### src/hw/rtl/stag_pkg.sv
// ----------------------------------------------------------------------------
// stag_pkg
// Shared types and constants of the strided tensor address generator.
// ----------------------------------------------------------------------------
package stag_pkg;

    localparam int IDX_W  = 32;
    localparam int DIM_W  = 16;
    localparam int ADDR_W = 34;
    localparam int CNT_W  = 3 * DIM_W;
    localparam int PROD_W = 2 * DIM_W;

    typedef enum logic [2:0] {
        REG_RANK          = 3'd0,
        REG_SIZE_OUTER    = 3'd1,
        REG_SIZE_MIDDLE   = 3'd2,
        REG_SIZE_INNER    = 3'd3,
        REG_STRIDE_OUTER  = 3'd4,
        REG_STRIDE_MIDDLE = 3'd5,
        REG_STRIDE_INNER  = 3'd6,
        REG_BASE_OFFSET   = 3'd7
    } stag_reg_t;

    // side data carried alongside a division
    typedef struct packed {
        logic [IDX_W-1:0] idx;
        logic [DIM_W-1:0] c_inner;
    } stag_side_t;

    // one division step word: partial remainder, shifting numerator/quotient
    typedef struct packed {
        logic [DIM_W-1:0] rem;
        logic [IDX_W-1:0] num;
        stag_side_t       side;
    } stag_div_t;

endpackage

### src/hw/rtl/stag_div_stage.sv
// ----------------------------------------------------------------------------
// stag_div_stage
// One restoring division step: one quotient bit per register stage.
// ----------------------------------------------------------------------------
module stag_div_stage
    import stag_pkg::*;
(
    input  logic             clk,
    input  logic             rst_n,
    input  logic             en,
    input  logic [DIM_W-1:0] divisor,
    input  logic             valid_in,
    input  stag_div_t        word_in,
    output logic             valid_out,
    output stag_div_t        word_out
);

    logic [DIM_W:0] trial;
    logic [DIM_W:0] diff;
    logic           ge;
    logic           valid_reg;
    stag_div_t      word_reg;
    stag_div_t      word_next;

    always_comb
    begin
        trial = {word_in.rem, word_in.num[IDX_W-1]};
        diff  = trial - {1'b0, divisor};
        ge    = (trial >= {1'b0, divisor});
        word_next      = word_in;
        word_next.rem  = ge ? diff[DIM_W-1:0] : trial[DIM_W-1:0];
        word_next.num  = {word_in.num[IDX_W-2:0], ge};
    end

    always_ff @(posedge clk or negedge rst_n)
    begin
        if (!rst_n)
        begin
            valid_reg <= 1'b0;
        end
        else if (en)
        begin
            valid_reg <= valid_in;
        end
    end

    always_ff @(posedge clk)
    begin
        if (en)
        begin
            word_reg <= word_next;
        end
    end

    assign valid_out = valid_reg;
    assign word_out  = word_reg;

endmodule

### src/hw/rtl/stag_divider.sv
// ----------------------------------------------------------------------------
// stag_divider
// Pipelined 32 by 16 bit divider, one quotient bit per stage.
// ----------------------------------------------------------------------------
module stag_divider
    import stag_pkg::*;
(
    input  logic             clk,
    input  logic             rst_n,
    input  logic             en,
    input  logic [DIM_W-1:0] divisor,
    input  logic             valid_in,
    input  stag_div_t        word_in,
    output logic             valid_out,
    output stag_div_t        word_out
);

    logic      valid_chain [IDX_W+1];
    stag_div_t word_chain  [IDX_W+1];

    assign valid_chain[0] = valid_in;
    assign word_chain[0]  = word_in;

    for (genvar i = 0; i < IDX_W; i++)
    begin : g_step
        stag_div_stage u_step (
            .clk       (clk),
            .rst_n     (rst_n),
            .en        (en),
            .divisor   (divisor),
            .valid_in  (valid_chain[i]),
            .word_in   (word_chain[i]),
            .valid_out (valid_chain[i+1]),
            .word_out  (word_chain[i+1])
        );
    end

    assign valid_out = valid_chain[IDX_W];
    assign word_out  = word_chain[IDX_W];

endmodule

### config.mk
export PLATFORM = sky130hd
export DESIGN_NAME = stag_divider
export DESIGN_NICKNAME = d
export VERILOG_FILES = /design/src/hw/rtl/stag_pkg.sv /design/src/hw/rtl/stag_div_stage.sv /design/src/hw/rtl/stag_divider.sv
export SDC_FILE = /design/constraint.sdc
export NUM_CORES = 2
export LEC_CHECK = 0
export ABC_AREA = 0
export BUFFER_PORTS_ARGS = -buffer_cell sky130_fd_sc_hd__buf_2
export CORE_ASPECT_RATIO = 1.75
export CORE_UTILIZATION = 32
export CTS_CLUSTER_SIZE = 25
export DETAILED_ROUTE_END_ITERATION = 7
export MAX_ROUTING_LAYER = met4
export PLACE_DENSITY = 0.58
export SLEW_MARGIN = 20
export SYNTH_ARGS = -nofsm -noshare
export SYNTH_HDL_FRONTEND = slang
export SYNTH_SLANG_ARGS = --single-unit
### constraint.sdc
create_clock -name clk -period 8.45 [get_ports clk]
set_clock_uncertainty 0.1 [all_clocks]
set_input_delay 1.2675 -clock clk [delete_from_list [all_inputs] [get_ports clk]]
set_output_delay 1.2675 -clock clk [all_outputs]
set_load 0.02 [all_outputs]
# After elaboration in Yosys (flattened, before gate mapping)
# Index checks and enable logic that the tools add are counted.
[op_classes] addsub=32 muxes=32 n_lt_le_gt_ge=32
[op_table] operator="17-bit by 16-bit greater-or-equal comparator with 1-bit output" n=32
[op_table] operator="16-bit 2-to-1 mux" n=32
[op_table] operator="16-bit subtractor" n=32
[totals] ff_bits=3104 output_inout_bits=97 elab_cells=256 in_bits=116

# Logic depth before layout (Yosys ltp)
[logic_depth] ltp_word=2 mapped_depth=13 mapped_depth_nobuf=11

# Cells and area by module
# Synthesis repeated with hierarchy kept, for this count alone.
[hier_totals] cells_unflattened=8141 hier_area_um2=131259.6
[modules_own_cells] mod="stag_div_stage at g_step[14].u_step ..." seq_area_each_um2=2907.8 cells_per_inst=254 instances=22 area_per_inst_um2=4083.9
[modules_own_cells] mod="stag_div_stage at g_step[0].u_step ..." seq_area_each_um2=2907.8 cells_per_inst=255 instances=9 area_per_inst_um2=4149.0
[modules_own_cells] mod="stag_div_stage at g_step[22].u_step" seq_area_each_um2=2907.8 cells_per_inst=258 instances=1 area_per_inst_um2=4072.7

# Least setup slack after synthesis
# Ideal clock, no wire load.
[synth_timing] path_kind="input to register" from="in divisor[9]" to="reg g_step[6].u_step.word_reg (netlist bit g_step[6].u_step.word_out[88]), data pin" path_stages=13 setup_time_ns=0.260 required_time_ns=8.090 arrival_time_ns=4.232 slack_ns=3.857 path_buffers=3 path_cell_list="inv_1 > ha_1 > buf_6 > a221oi_2 > nand2_1 > nand3_1 > o31ai_1 > o31a_1 > or3_1 > a211o_1 > buf_6 > buf_12 > mux2_4"
[synth_lines] element="start, declared" line_no="stag_divider.sv:11" rtl="input logic [DIM_W-1:0] divisor,"
[synth_lines] element="end signal, assigned" line_no="stag_div_stage.sv:51" rtl="word_reg <= word_next;"
[synth_lines] element="end, declared" line_no="stag_div_stage.sv:22" rtl="stag_div_t word_reg;"

==> flow_summary_export.csv <==
group,metric,value,unit
global_routing,antenna_found_initial,4,
cts,insertion_delay,0.93,ns
routing,detail-route-antenna-nets,0,
sta,worst_pin_slew,1.13,ns
cts,cts.sinks,3104,
cts,cts_buffers,303,
routing,dr_total_vias,59700,
setup_path,required,9.00,ns
sta,max_slew_margin,24.7,%
placed_design,place_inst,12300,
floorplan,die_area,385000,µm²
hold_path,worstHoldPathType,"register to register",
sta,slew_violations,0,
yosys,ys_seq_area_share,76.1,%
sta,tns,0,ns
final_layout,mostFrequentLayoutCells,"edfxtp_1 (3072), ha_1 (512), a21oi_1 (381), nor2_1 (373), clkbuf_16 (311)",
routing,routed_wl,228,mm
hold_path,holdPathEnd,"g_step[31].u_step.word_out[32]",
cts,postCtsSetupBuffers,0,
yosys,yosysTopAreaCell,"edfxtp_1",
cts,cts_max_level,5,
hold_path,min-delay-start,"g_step[30].u_step.word_out[32]",
sta,fmax,0.216,GHz
final_layout,stdcell_count,12900,
setup_path,timing.rr.start,"g_step[30].u_step.word_out[87]",
setup_path,reg2regPathDepth,8,
final_layout,n_fill_cell,35200,
cts,holdBufCountCts,0,
setup_path,end_kind,"register",
setup_path,r2r_setup_slack,4.73,ns
sta,final-setup-viol-count,0,
floorplan,die-width,469,µm
routing,vias_per_cell,4.64,
setup_path,critPathKind,"input port to register",
routing,drc,0,
cts,cts.repair.resized,0,
routing,drt_iter0_markers,3469,
sta,rsz0062_at_grt,"no",
placed_design,port_buffers,212,
yosys,synth_nets,7788,
final_layout,final_common_cell,"edfxtp_1",
global_routing,grt_max_degree,209,
power_and_ir_drop,power.leakage,49.6,nW
power_and_ir_drop,pwr_density_cell,345,nW/µm²
routing,post_drt_wl_per_cell,17.7,µm
setup_path,crit_path_top_delay_cell,"o41ai_1",
outcome,outcome,"finished, final reports clean",
yosys,async_flop_share,1.03,%
global_routing,grt_pass1_vias,61900,
yosys,synthTopCellsByArea,"edfxtp_1 (75%), ha_1 (5.2%), mux2_2 (2.7%)",
setup_path,crit_family,"compound AO/OA/AOI/OAI gates",
sta,period_needed,4.64,ns
yosys,syn_avg_cell_area,17.2,µm²
setup_path,r2r-end,"g_step[31].u_step.word_out[91]",
yosys,yosys_register_bits,3104,
setup_path,crit_buf_inv,3,
yosys,yosys.cell_types.count,82,
power_and_ir_drop,ir_drop,182,µV
setup_path,crit_chain,"buf_2 > inv_1 > buf_4 > ha_1 > o21a_1 > o31a_1 > o21ai_0 > a221oi_1 > o41ai_1 > nor3_1 > a311o_1 > mux2_2",
yosys,dominantRegCellSynth,"edfxtp_1",
yosys,synth_edf_count,3072,
yosys,syn_inst,7128,
floorplan,initial_core_util,32.2,%
yosys,syn_area,122000,µm²
cts,cts_tree,"yes",
final_layout,drive_gt1_share,13.8,%
final_layout,num-nets-final,8324,
global_routing,grt_pass1_wl,349,mm
cts,clockRootBuffer,"clkbuf_16",
sta,hold_violations,0,
floorplan,rows,299,
yosys,synth_top_area_share,75.4,%
setup_path,path_max_fanout,15,
final_layout,syn_to_final_growth,14.4,%
floorplan,core,379000,µm²
sta,fin_hold_ws,0.282,ns
setup_path,crit_path_start_kind,"input port",
yosys,synth_warnings,0,
routing,drt_pass1_iterations,5,
placed_design,dp_hpwl,145,mm
setup_path,cp.arrival,5.18,ns
final_layout,final_core_util,36.9,%
hold_path,hold_depth,0,
setup_path,critPathMaxStageDelay,0.81,ns
placed_design,routabilityCongestion,0.866,
cts,clk_path_buf_depth,4,
sta,finalCritPeriodShare,54.9,%
job,maxCapViolCount,0,
global_routing,grt_use_total,11.8,%
cts,clkTransAtPathRegs,0.07,ns
floorplan,die_h,820,µm
floorplan,top_level_ports,213,
global_routing,grt_remaining_overflow,0,
[logic make-up (layout without fill, tap and decap cells)]
family | after synthesis | in the layout | share of synthesized area [%]
xor gates and xnor gates | 342 | 342 | 2.45
other | 0 | 1 | 0
buffers and inverters | 258 | 1023 | 0.840
adders and majority gates | 544 | 544 | 5.76
and+or+nand+nor | 1213 | 1213 | 4.76
AOI/OAI and AO/OA | 1315 | 1315 | 6.87
muxes | 352 | 352 | 3.22
DFF | 3104 | 3104 | 76.1
[synth_stat cells, types with 74 or more instances]
cell,count
o21a_1,110
ha_1,512
nor2b_1,94
nand4_1,74
nor2_1,373
nand2_1,278
o21ai_0,290
inv_1,187
xnor2_1,218
edfxtp_1,3072
nor3_1,114
a21oi_1,381
mux2_2,298
a21o_1,122
xor2_1,124
[routing by layer]
layer | GRT usage (%) | part of all wire [%] | vias to the layer above
met3 | 1.91 | 3.7 | 529
met2 | 20.9 | 52 | 1176
met5 | - | 0 | -
met1 | 13.0 | 40 | 29100
met4 | 5.60 | 4.5 | 0
li1 | - | - | 28900
[report_power, final]
| group | switching, mW | internal, mW | total (mW) |
|---|---|---|---|
| combinational | 7.53 | 6.08 | 13.6 |
| clock | 5.70 | 7.59 | 13.3 |
| sequential | 1.24 | 20.1 | 21.4 |
| total | 14.5 | 33.8 | 48.3 |
[flip-flops by register name, summed over array words and instances, names as in the netlist]
name,flops
g_step.u_step.valid_out,32
g_step.u_step.word_out,3072
[stage by stage]
step	setup slack [ns]	total power, mW	instance area (µm²)
global route	3.58	51.0	140000
global placement	2.73	34.9	130000
CTS	3.75	49.0	140000
finish	3.81	48.3	140000
floorplan	3.86	31.3	122000
detailed placement	2.77	35.3	130000
[cell type report]
cell class	instances	area, µm²	share of cell area (%)
antenna	1	2.50	0.00179
clock buffer	369	8000	5.72
clock inverter	165	1630	1.16
inverter	187	702	0.502
multi-input combinational	3766	28300	20.2
sequential	3104	93000	66.5
tap	4966	6210	4.44
timing repair buffer	302	2010	1.44
[worst max-delay path by stage]
stage                     from                             end  slack (ns)  depth (start not counted)
floorplan           divisor[9]   g_step[6].u_step.word_out[88]        3.86                         13
global placement    divisor[8]  g_step[31].u_step.word_out[82]        2.73                         11
detailed placement  divisor[8]  g_step[31].u_step.word_out[91]        2.77                         11
CTS                 divisor[8]  g_step[31].u_step.word_out[91]        3.75                         11
global route        divisor[2]  g_step[24].u_step.word_out[82]        3.58                         11
finish              divisor[2]  g_step[22].u_step.word_out[95]        3.81                         12
(Power assumes the default switching activity.)
