`src/hw/rtl/stag_pkg.sv`:
```
// ----------------------------------------------------------------------------
// stag_pkg
// Shared types and constants of the strided tensor address generator.
// ----------------------------------------------------------------------------
package stag_pkg;

    localparam int IDX_W  = 32;
    localparam int DIM_W  = 16;
    localparam int ADDR_W = 34;
    localparam int CNT_W  = 3 * DIM_W;
    localparam int PROD_W = 2 * DIM_W;

    typedef enum logic [2:0] {
        REG_RANK          = 3'd0,
        REG_SIZE_OUTER    = 3'd1,
        REG_SIZE_MIDDLE   = 3'd2,
        REG_SIZE_INNER    = 3'd3,
        REG_STRIDE_OUTER  = 3'd4,
        REG_STRIDE_MIDDLE = 3'd5,
        REG_STRIDE_INNER  = 3'd6,
        REG_BASE_OFFSET   = 3'd7
    } stag_reg_t;

    // side data carried alongside a division
    typedef struct packed {
        logic [IDX_W-1:0] idx;
        logic [DIM_W-1:0] c_inner;
    } stag_side_t;

    // one division step word: partial remainder, shifting numerator/quotient
    typedef struct packed {
        logic [DIM_W-1:0] rem;
        logic [IDX_W-1:0] num;
        stag_side_t       side;
    } stag_div_t;

endpackage

```
`src/hw/rtl/stag_mac.sv`:
```
// ----------------------------------------------------------------------------
// stag_mac
// Coordinate times stride products, address sum and bounds check.
// ----------------------------------------------------------------------------
module stag_mac
    import stag_pkg::*;
(
    input  logic              clk,
    input  logic              rst_n,
    input  logic              en,
    input  logic              valid_in,
    input  logic [IDX_W-1:0]  idx,
    input  logic [DIM_W-1:0]  c_outer,
    input  logic [DIM_W-1:0]  c_middle,
    input  logic [DIM_W-1:0]  c_inner,
    input  logic [DIM_W-1:0]  st_outer,
    input  logic [DIM_W-1:0]  st_middle,
    input  logic [DIM_W-1:0]  st_inner,
    input  logic [IDX_W-1:0]  base,
    input  logic [CNT_W-1:0]  count,
    output logic              valid_out,
    output logic [ADDR_W-1:0] addr_out,
    output logic              oob_out
);

    logic              pv_reg;
    logic [PROD_W-1:0] po_reg;
    logic [PROD_W-1:0] pm_reg;
    logic [PROD_W-1:0] pi_reg;
    logic [IDX_W-1:0]  idx_reg;
    logic              ov_reg;
    logic [ADDR_W-1:0] addr_reg;
    logic              oob_reg;
    logic [ADDR_W-1:0] addr_next;
    logic              oob_next;

    always_comb
    begin
        oob_next  = ({{(CNT_W-IDX_W){1'b0}}, idx_reg} >= count);
        addr_next = {{(ADDR_W-IDX_W){1'b0}}, base}
                  + {{(ADDR_W-PROD_W){1'b0}}, po_reg}
                  + {{(ADDR_W-PROD_W){1'b0}}, pm_reg}
                  + {{(ADDR_W-PROD_W){1'b0}}, pi_reg};
        if (oob_next)
        begin
            addr_next = '0;
        end
    end

    always_ff @(posedge clk or negedge rst_n)
    begin
        if (!rst_n)
        begin
            pv_reg <= 1'b0;
            ov_reg <= 1'b0;
        end
        else if (en)
        begin
            pv_reg <= valid_in;
            ov_reg <= pv_reg;
        end
    end

    always_ff @(posedge clk)
    begin
        if (en)
        begin
            po_reg   <= c_outer * st_outer;
            pm_reg   <= c_middle * st_middle;
            pi_reg   <= c_inner * st_inner;
            idx_reg  <= idx;
            addr_reg <= addr_next;
            oob_reg  <= oob_next;
        end
    end

    assign valid_out = ov_reg;
    assign addr_out  = addr_reg;
    assign oob_out   = oob_reg;

endmodule

```
`config.mk`:
```
export PLATFORM = sky130hd
export DESIGN_NAME = stag_mac
export DESIGN_NICKNAME = d
export VERILOG_FILES = /design/src/hw/rtl/stag_pkg.sv /design/src/hw/rtl/stag_mac.sv
export SDC_FILE = /design/constraint.sdc
export NUM_CORES = 2
export LEC_CHECK = 0
export ABC_CLOCK_PERIOD_IN_PS = 5390
export BUFFER_PORTS_ARGS = -buffer_cell sky130_fd_sc_hd__clkbuf_2
export CAP_MARGIN = 10
export CORE_ASPECT_RATIO = 1.4
export CORE_MARGIN = 1.5
export CORE_UTILIZATION = 40
export DETAILED_ROUTE_END_ITERATION = 10
export PLACE_DENSITY_LB_ADDON = 0.2
export SYNTH_ARGS = -nofsm -noshare
export SYNTH_HDL_FRONTEND = slang
export SYNTH_SLANG_ARGS = --single-unit
```
`constraint.sdc`:
```
create_clock -name clk -period 5.39 [get_ports clk]
set_clock_uncertainty 0.2 [all_clocks]
set_input_delay 0.2695 -clock clk [delete_from_list [all_inputs] [get_ports clk]]
set_output_delay 0.2695 -clock clk [all_outputs]
set_load 0.005 [all_outputs]
```
# Word level (Yosys, flattened, before mapping)
# Index checks and enable logic that the tools add are counted.
# op_classes
n_addsub	3
multipliers	3
order_cmp	1
# ops
operator	n
16-bit by 16-bit multiplier with 32-bit output	3
32-bit by 48-bit greater-or-equal comparator with 1-bit output	1
33-bit by 32-bit adder with 34-bit output	1
34-bit by 32-bit adder with 34-bit output	1
32-bit by 32-bit adder with 33-bit output	1
# word_totals
register_bits	165
in_bits	212
out_inout_bits	36
elab_cells	15

# Depth between registers and ports, before layout
# logic_depth
depth_word	3
depth_mapped	23
ltp_nobuf	22

# Worst setup path before layout
# No wires, ideal clock.
# synth_timing
path_kind	input -> register
from	input st_outer[1]
to	register po_reg[31], data pin
setup_slack_ns	-0.889
path_buffers	1
cell_stages	21
arrival_time_ns	5.819
path_cell_list	clkbuf_1 nand2_1 fa_1 fa_1 fa_1 fa_1 inv_1 fa_1 inv_1 fa_1 inv_1 ha_1 a21o_1 or2_0 or3_1 o2111ai_1 a31o_2 o21ai_1 a221o_1 a21oi_1 xnor2_1
# synth_between
elab_chain_len	1
# synth_lines
element	line_no	text
start, declared	stag_mac.sv:16	input logic [DIM_W-1:0] st_outer,
16-bit by 16-bit multiplier with 32-bit output	stag_mac.sv:68	po_reg <= c_outer * st_outer;
end signal, assigned	stag_mac.sv:68	
end, declared	stag_mac.sv:27	logic [PROD_W-1:0] po_reg;
# No other way between the ends.
# A chain may end at the register's enable or synchronous reset.

# Worst setup path in the final report
# layout_timing
from	input c_outer[7]
to	register po_reg[31], data pin
# layout_between
elab_chain_len	1
# layout_lines
element	line_no	text
start, declared	stag_mac.sv:13	input logic [DIM_W-1:0] c_outer,
16-bit by 16-bit multiplier with 32-bit output	stag_mac.sv:68	
# No other way between the ends.

==> flow_summary.html <==
<table>
<tr><th>Metric</th><th>Value</th></tr>
<tr><th colspan="2">Worst setup path</th></tr>
<tr><td>Cell breakdown of the critical path</td><td>clkbuf_8 -&gt; and2_4 -&gt; fa_1 -&gt; inv_1 -&gt; fa_1 -&gt; fa_1 -&gt; fa_1 -&gt; inv_1 -&gt; fa_1 -&gt; inv_1 -&gt; fa_1 -&gt; inv_2 -&gt; ha_4 -&gt; a21o_1 -&gt; or2_1 -&gt; or3_4 -&gt; o2111ai_4 -&gt; a31o_4 -&gt; o21ai_2 -&gt; a221o_1 -&gt; a21oi_2 -&gt; xnor2_1</td></tr>
<tr><td>Most used cell, CP</td><td>sky130_fd_sc_hd__fa_1</td></tr>
<tr><td>Reg-to-reg critical path startpoint</td><td>pm_reg[1]</td></tr>
<tr><td>Data arrival time at the worst-slack endpoint</td><td>5.75 ns</td></tr>
<tr><td>Cell with the largest stage delay on the worst path</td><td>sky130_fd_sc_hd__fa_1</td></tr>
<tr><td>Path length in cells of the critical path</td><td>22</td></tr>
<tr><td>Worst setup SP type</td><td>input pin</td></tr>
<tr><td>Register-to-Register Path Depth</td><td>14</td></tr>
<tr><td>Maximum fanout count along the critical path</td><td>3</td></tr>
<tr><td>Stage delay of the slowest cell on the critical path</td><td>0.55 ns</td></tr>
<tr><td>Buffering stage count on the worst path with inverters included</td><td>5</td></tr>
<tr><td>Nature of the critical path endpoint</td><td>register</td></tr>
<tr><td>Cell class contributing the biggest share of worst-path delay</td><td>adder cells</td></tr>
<tr><td>Critical Setup Path Class</td><td>in -&gt; reg</td></tr>
<tr><td>Data required time at the worst endpoint</td><td>5.39 ns</td></tr>
<tr><td>Timing startpoint of the critical path</td><td>c_outer[7]</td></tr>
<tr><th colspan="2">Routing</th></tr>
<tr><td>Vias per std cell</td><td>4.93</td></tr>
<tr><td>Number of search-and-repair iterations in the first detailed-routing pass</td><td>5</td></tr>
<tr><td>DRC violations left</td><td>0</td></tr>
<tr><td>Wire length per cell</td><td>about 17 um</td></tr>
<tr><td>Detailed-route via count</td><td>around 26,000</td></tr>
<tr><td>Total wirelength of the detailed-routed design</td><td>about 90,000 um</td></tr>
<tr><td>Detail Route Antenna Nets</td><td>0</td></tr>
<tr><td>Detailed Route Iter0 Violations</td><td>999</td></tr>
<tr><th colspan="2">Clock network</th></tr>
<tr><td>Skew-Pair Late Insertion Delay</td><td>0.45 ns</td></tr>
<tr><td>Number of clock buffers inserted by TritonCTS</td><td>17</td></tr>
<tr><td>H-tree lvl count</td><td>4</td></tr>
<tr><td>Clock root buffer</td><td>sky130_fd_sc_hd__clkbuf_16</td></tr>
<tr><td>Max Buffers Root-to-Sink</td><td>2</td></tr>
<tr><td>CTS sink count</td><td>~170</td></tr>
<tr><td>CTS tree</td><td>built</td></tr>
<tr><td>Clock-pin transition on the worst setup and hold timing paths</td><td>roughly 0.070 ns</td></tr>
<tr><th colspan="2">Timing</th></tr>
<tr><td>Final setup violation count</td><td>19</td></tr>
<tr><td>Pins Over Slew Limit</td><td>0</td></tr>
<tr><td>RSZ-0062 raised after global routing</td><td>yes</td></tr>
<tr><td>Slew of the pin with the lowest slew margin</td><td>0.877 ns</td></tr>
<tr><td>Final hold slack</td><td>0.0878 ns</td></tr>
<tr><td>Worst setup margin</td><td>-0.354 ns</td></tr>
<tr><td>Post-route fraction of the period consumed by the critical path</td><td>107%</td></tr>
<tr><td>Crit path time final</td><td>between 5 and 6 ns</td></tr>
<tr><td>Timing-limited maximum frequency</td><td>0.174 GHz</td></tr>
<tr><td>Final count of hold timing violations</td><td>0</td></tr>
<tr><td>Headroom to the max-slew limit</td><td>41.5%</td></tr>
<tr><th colspan="2">Layout</th></tr>
<tr><td>Largest register FFs</td><td>34</td></tr>
<tr><td>Most frequent cells in the layout</td><td>sky130_fd_sc_hd__inv_1, sky130_fd_sc_hd__fa_1, sky130_fd_sc_hd__nand2_1, sky130_fd_sc_hd__buf_4, sky130_fd_sc_hd__ha_1</td></tr>
<tr><td>Nets</td><td>5,364</td></tr>
<tr><td>Layout Area Growth over Synthesis</td><td>26.0%</td></tr>
<tr><td>Count of placed standard cells in the final layout, fillers left out</td><td>between 5,000 and 6,000</td></tr>
<tr><td>Fraction of final layout cells with drive strength greater than 1</td><td>25.4%</td></tr>
<tr><td>Most common cell after layout, fill and taps aside</td><td>sky130_fd_sc_hd__inv_1</td></tr>
<tr><th colspan="2">Synth</th></tr>
<tr><td>Distinct cell type count of the synthesized netlist</td><td>62</td></tr>
<tr><td>Gate Count Post-Synth</td><td>3,472</td></tr>
<tr><td>EDFF count, synth</td><td>163</td></tr>
<tr><td>Predominant post-synthesis flop cell</td><td>sky130_fd_sc_hd__edfxtp_1</td></tr>
<tr><td>Avg Synthesized Cell Area</td><td>9.76 um^2</td></tr>
<tr><td>Net count of the mapped netlist</td><td>4,707</td></tr>
<tr><td>Sequential area share after synthesis</td><td>14.6%</td></tr>
<tr><td>Async set or reset register ratio after synthesis</td><td>1.21%</td></tr>
<tr><td>Total of warnings raised by yosys</td><td>0</td></tr>
<tr><td>Seq cells post-synth</td><td>around 170</td></tr>
<tr><td>Cell area after synthesis</td><td>between 30,000 and 40,000 um^2</td></tr>
<tr><th colspan="2">Global route</th></tr>
<tr><td>Global router's overall resource usage</td><td>21.2%</td></tr>
<tr><td>Vias in the first global route</td><td>about 28,000</td></tr>
<tr><td>Pin count of the biggest net entering global routing</td><td>92</td></tr>
<tr><td>First-pass GRT wire length</td><td>145,000 um</td></tr>
<tr><td>Antenna violations before repair</td><td>7</td></tr>
<tr><td>Total congestion overflow after global routing</td><td>0</td></tr>
<tr><th colspan="2">Run status</th></tr>
<tr><td>Violated checks</td><td>setup timing</td></tr>
<tr><td>Result of the run</td><td>finished with violations</td></tr>
<tr><th colspan="2">Placement</th></tr>
<tr><td>Count of buffers inserted at the top-level ports</td><td>247</td></tr>
<tr><td>Cell total after placement</td><td>5,112</td></tr>
<tr><td>HPWL reported at the end of detailed placement</td><td>78,200 um</td></tr>
<tr><td>Placer's final routability congestion estimate</td><td>0.860</td></tr>
<tr><th colspan="2">Floorplanning</th></tr>
<tr><td>Width of the chip</td><td>249 um</td></tr>
<tr><td>Chip Height</td><td>347 um</td></tr>
<tr><td>IO Pins</td><td>248</td></tr>
<tr><td>Effective utilization at floorplan</td><td>40.3%</td></tr>
<tr><td>Floorplan row count</td><td>126</td></tr>
<tr><td>Core Footprint</td><td>84,200 um^2</td></tr>
<tr><td>Die area</td><td>roughly 87,000 um^2</td></tr>
<tr><th colspan="2">Worst hold path</th></tr>
<tr><td>Worst hold start</td><td>count[37]</td></tr>
<tr><td>Depth of the worst hold-timing path</td><td>4</td></tr>
<tr><td>Hold crit path type</td><td>in -&gt; reg</td></tr>
<tr><th colspan="2">Job</th></tr>
<tr><td>Number of max-cap violations</td><td>0</td></tr>
</table>
## layer usage
metal	track usage, %	wire length [um]	share of wire, %
met1	24.8	35500	39
met2	41.8	50000	56
met3	1.78	2480	2.8
met4	4.44	1890	2.1
met5	0	26	0.029
## cell families after synthesis
logic type                 after synthesis  synth area share (%)
muxes                                    2                0.0665
and+or+nand+nor                       1011                  14.7
AOI/OAI and AO/OA                      331                  6.55
DFF                                    165                  14.6
xor gates and xnor gates               109                  2.82
adders and majority gates             1023                  52.1
buffers and inverters                  831                  9.20
## worst paths after layout
| path | end | slack (ns) |
|---|---|---|
| worst max register to register | addr_out[17] | 0.79 |
| min in group asynchronous | valid_out | 0.48 |
| worst min register to register | valid_out | 0.31 |
| worst max-delay path | po_reg[31] | -0.35 |
| max in group asynchronous | pv_reg | 4.39 |
| worst min-delay path | oob_out | 0.09 |
## area by class of cell
type                       count  area, um^2
clock inverter                14         124
antenna                        3        7.51
multi-input combinational   2476       27300
clock buffer                  18         429
fill                        7931       41500
timing repair buffer         745        5870
tap                         1088        1360
inverter                     724        2720
sequential                   165        4940
## cell usage after synthesis, types with 47 or more instances
cell | count | area share (%)
sky130_fd_sc_hd__nor2_1 | 72 | 0.80
sky130_fd_sc_hd__xnor2_1 | 82 | 2.1
sky130_fd_sc_hd__fa_1 | 646 | 38
sky130_fd_sc_hd__a21oi_1 | 95 | 1.4
sky130_fd_sc_hd__clkbuf_1 | 107 | 1.2
sky130_fd_sc_hd__nand2_1 | 456 | 5.1
sky130_fd_sc_hd__ha_1 | 377 | 14
sky130_fd_sc_hd__edfxtp_1 | 163 | 14
sky130_fd_sc_hd__and2_1 | 363 | 6.7
sky130_fd_sc_hd__a21o_1 | 62 | 1.4
sky130_fd_sc_hd__o21ai_0 | 47 | 0.69
sky130_fd_sc_hd__inv_1 | 724 | 8.0
## per-stage QoR
| stage | cell area (um^2) | TNS (ns) | setup slack, ns | utilization (%) |
|---|---|---|---|---|
| 3_5_place_dp | 39800 | -30.61 | -0.999 | 47.3 |
| 5_1_grt | 42700 | -7.84 | -0.516 | 50.7 |
| 4_1_cts | 41700 | -3.52 | -0.407 | 49.6 |
| 2_1_floorplan | 34700 | -4.96 | -0.589 | - |
| 3_3_place_gp | 39800 | -29.34 | -0.940 | 47.3 |
| 6_report | 42700 | -2.53 | -0.354 | 50.7 |
## tightest hold or removal path, stage by stage
cell	delay [ns]
sky130_fd_sc_hd__clkbuf_2	0.08
sky130_fd_sc_hd__nor4_1	0.04
sky130_fd_sc_hd__nand4_1	0.12
sky130_fd_sc_hd__a21oi_1	0.06
## timing repair
item | 4_1_cts | 5_1_grt
resized for setup | 189 | 261
hold buffers | 35 | 0
endpoints found under the setup margin | 36 | 47
buffers inserted | 31 | 27
cloned | 0 | 3
endpoints found under the hold margin | 35 | 0
pin swaps | 106 | 161
Power is left out: the tool's default activity adds up to more than one toggle a clock period on the data nets, which glitch-free logic cannot reach.
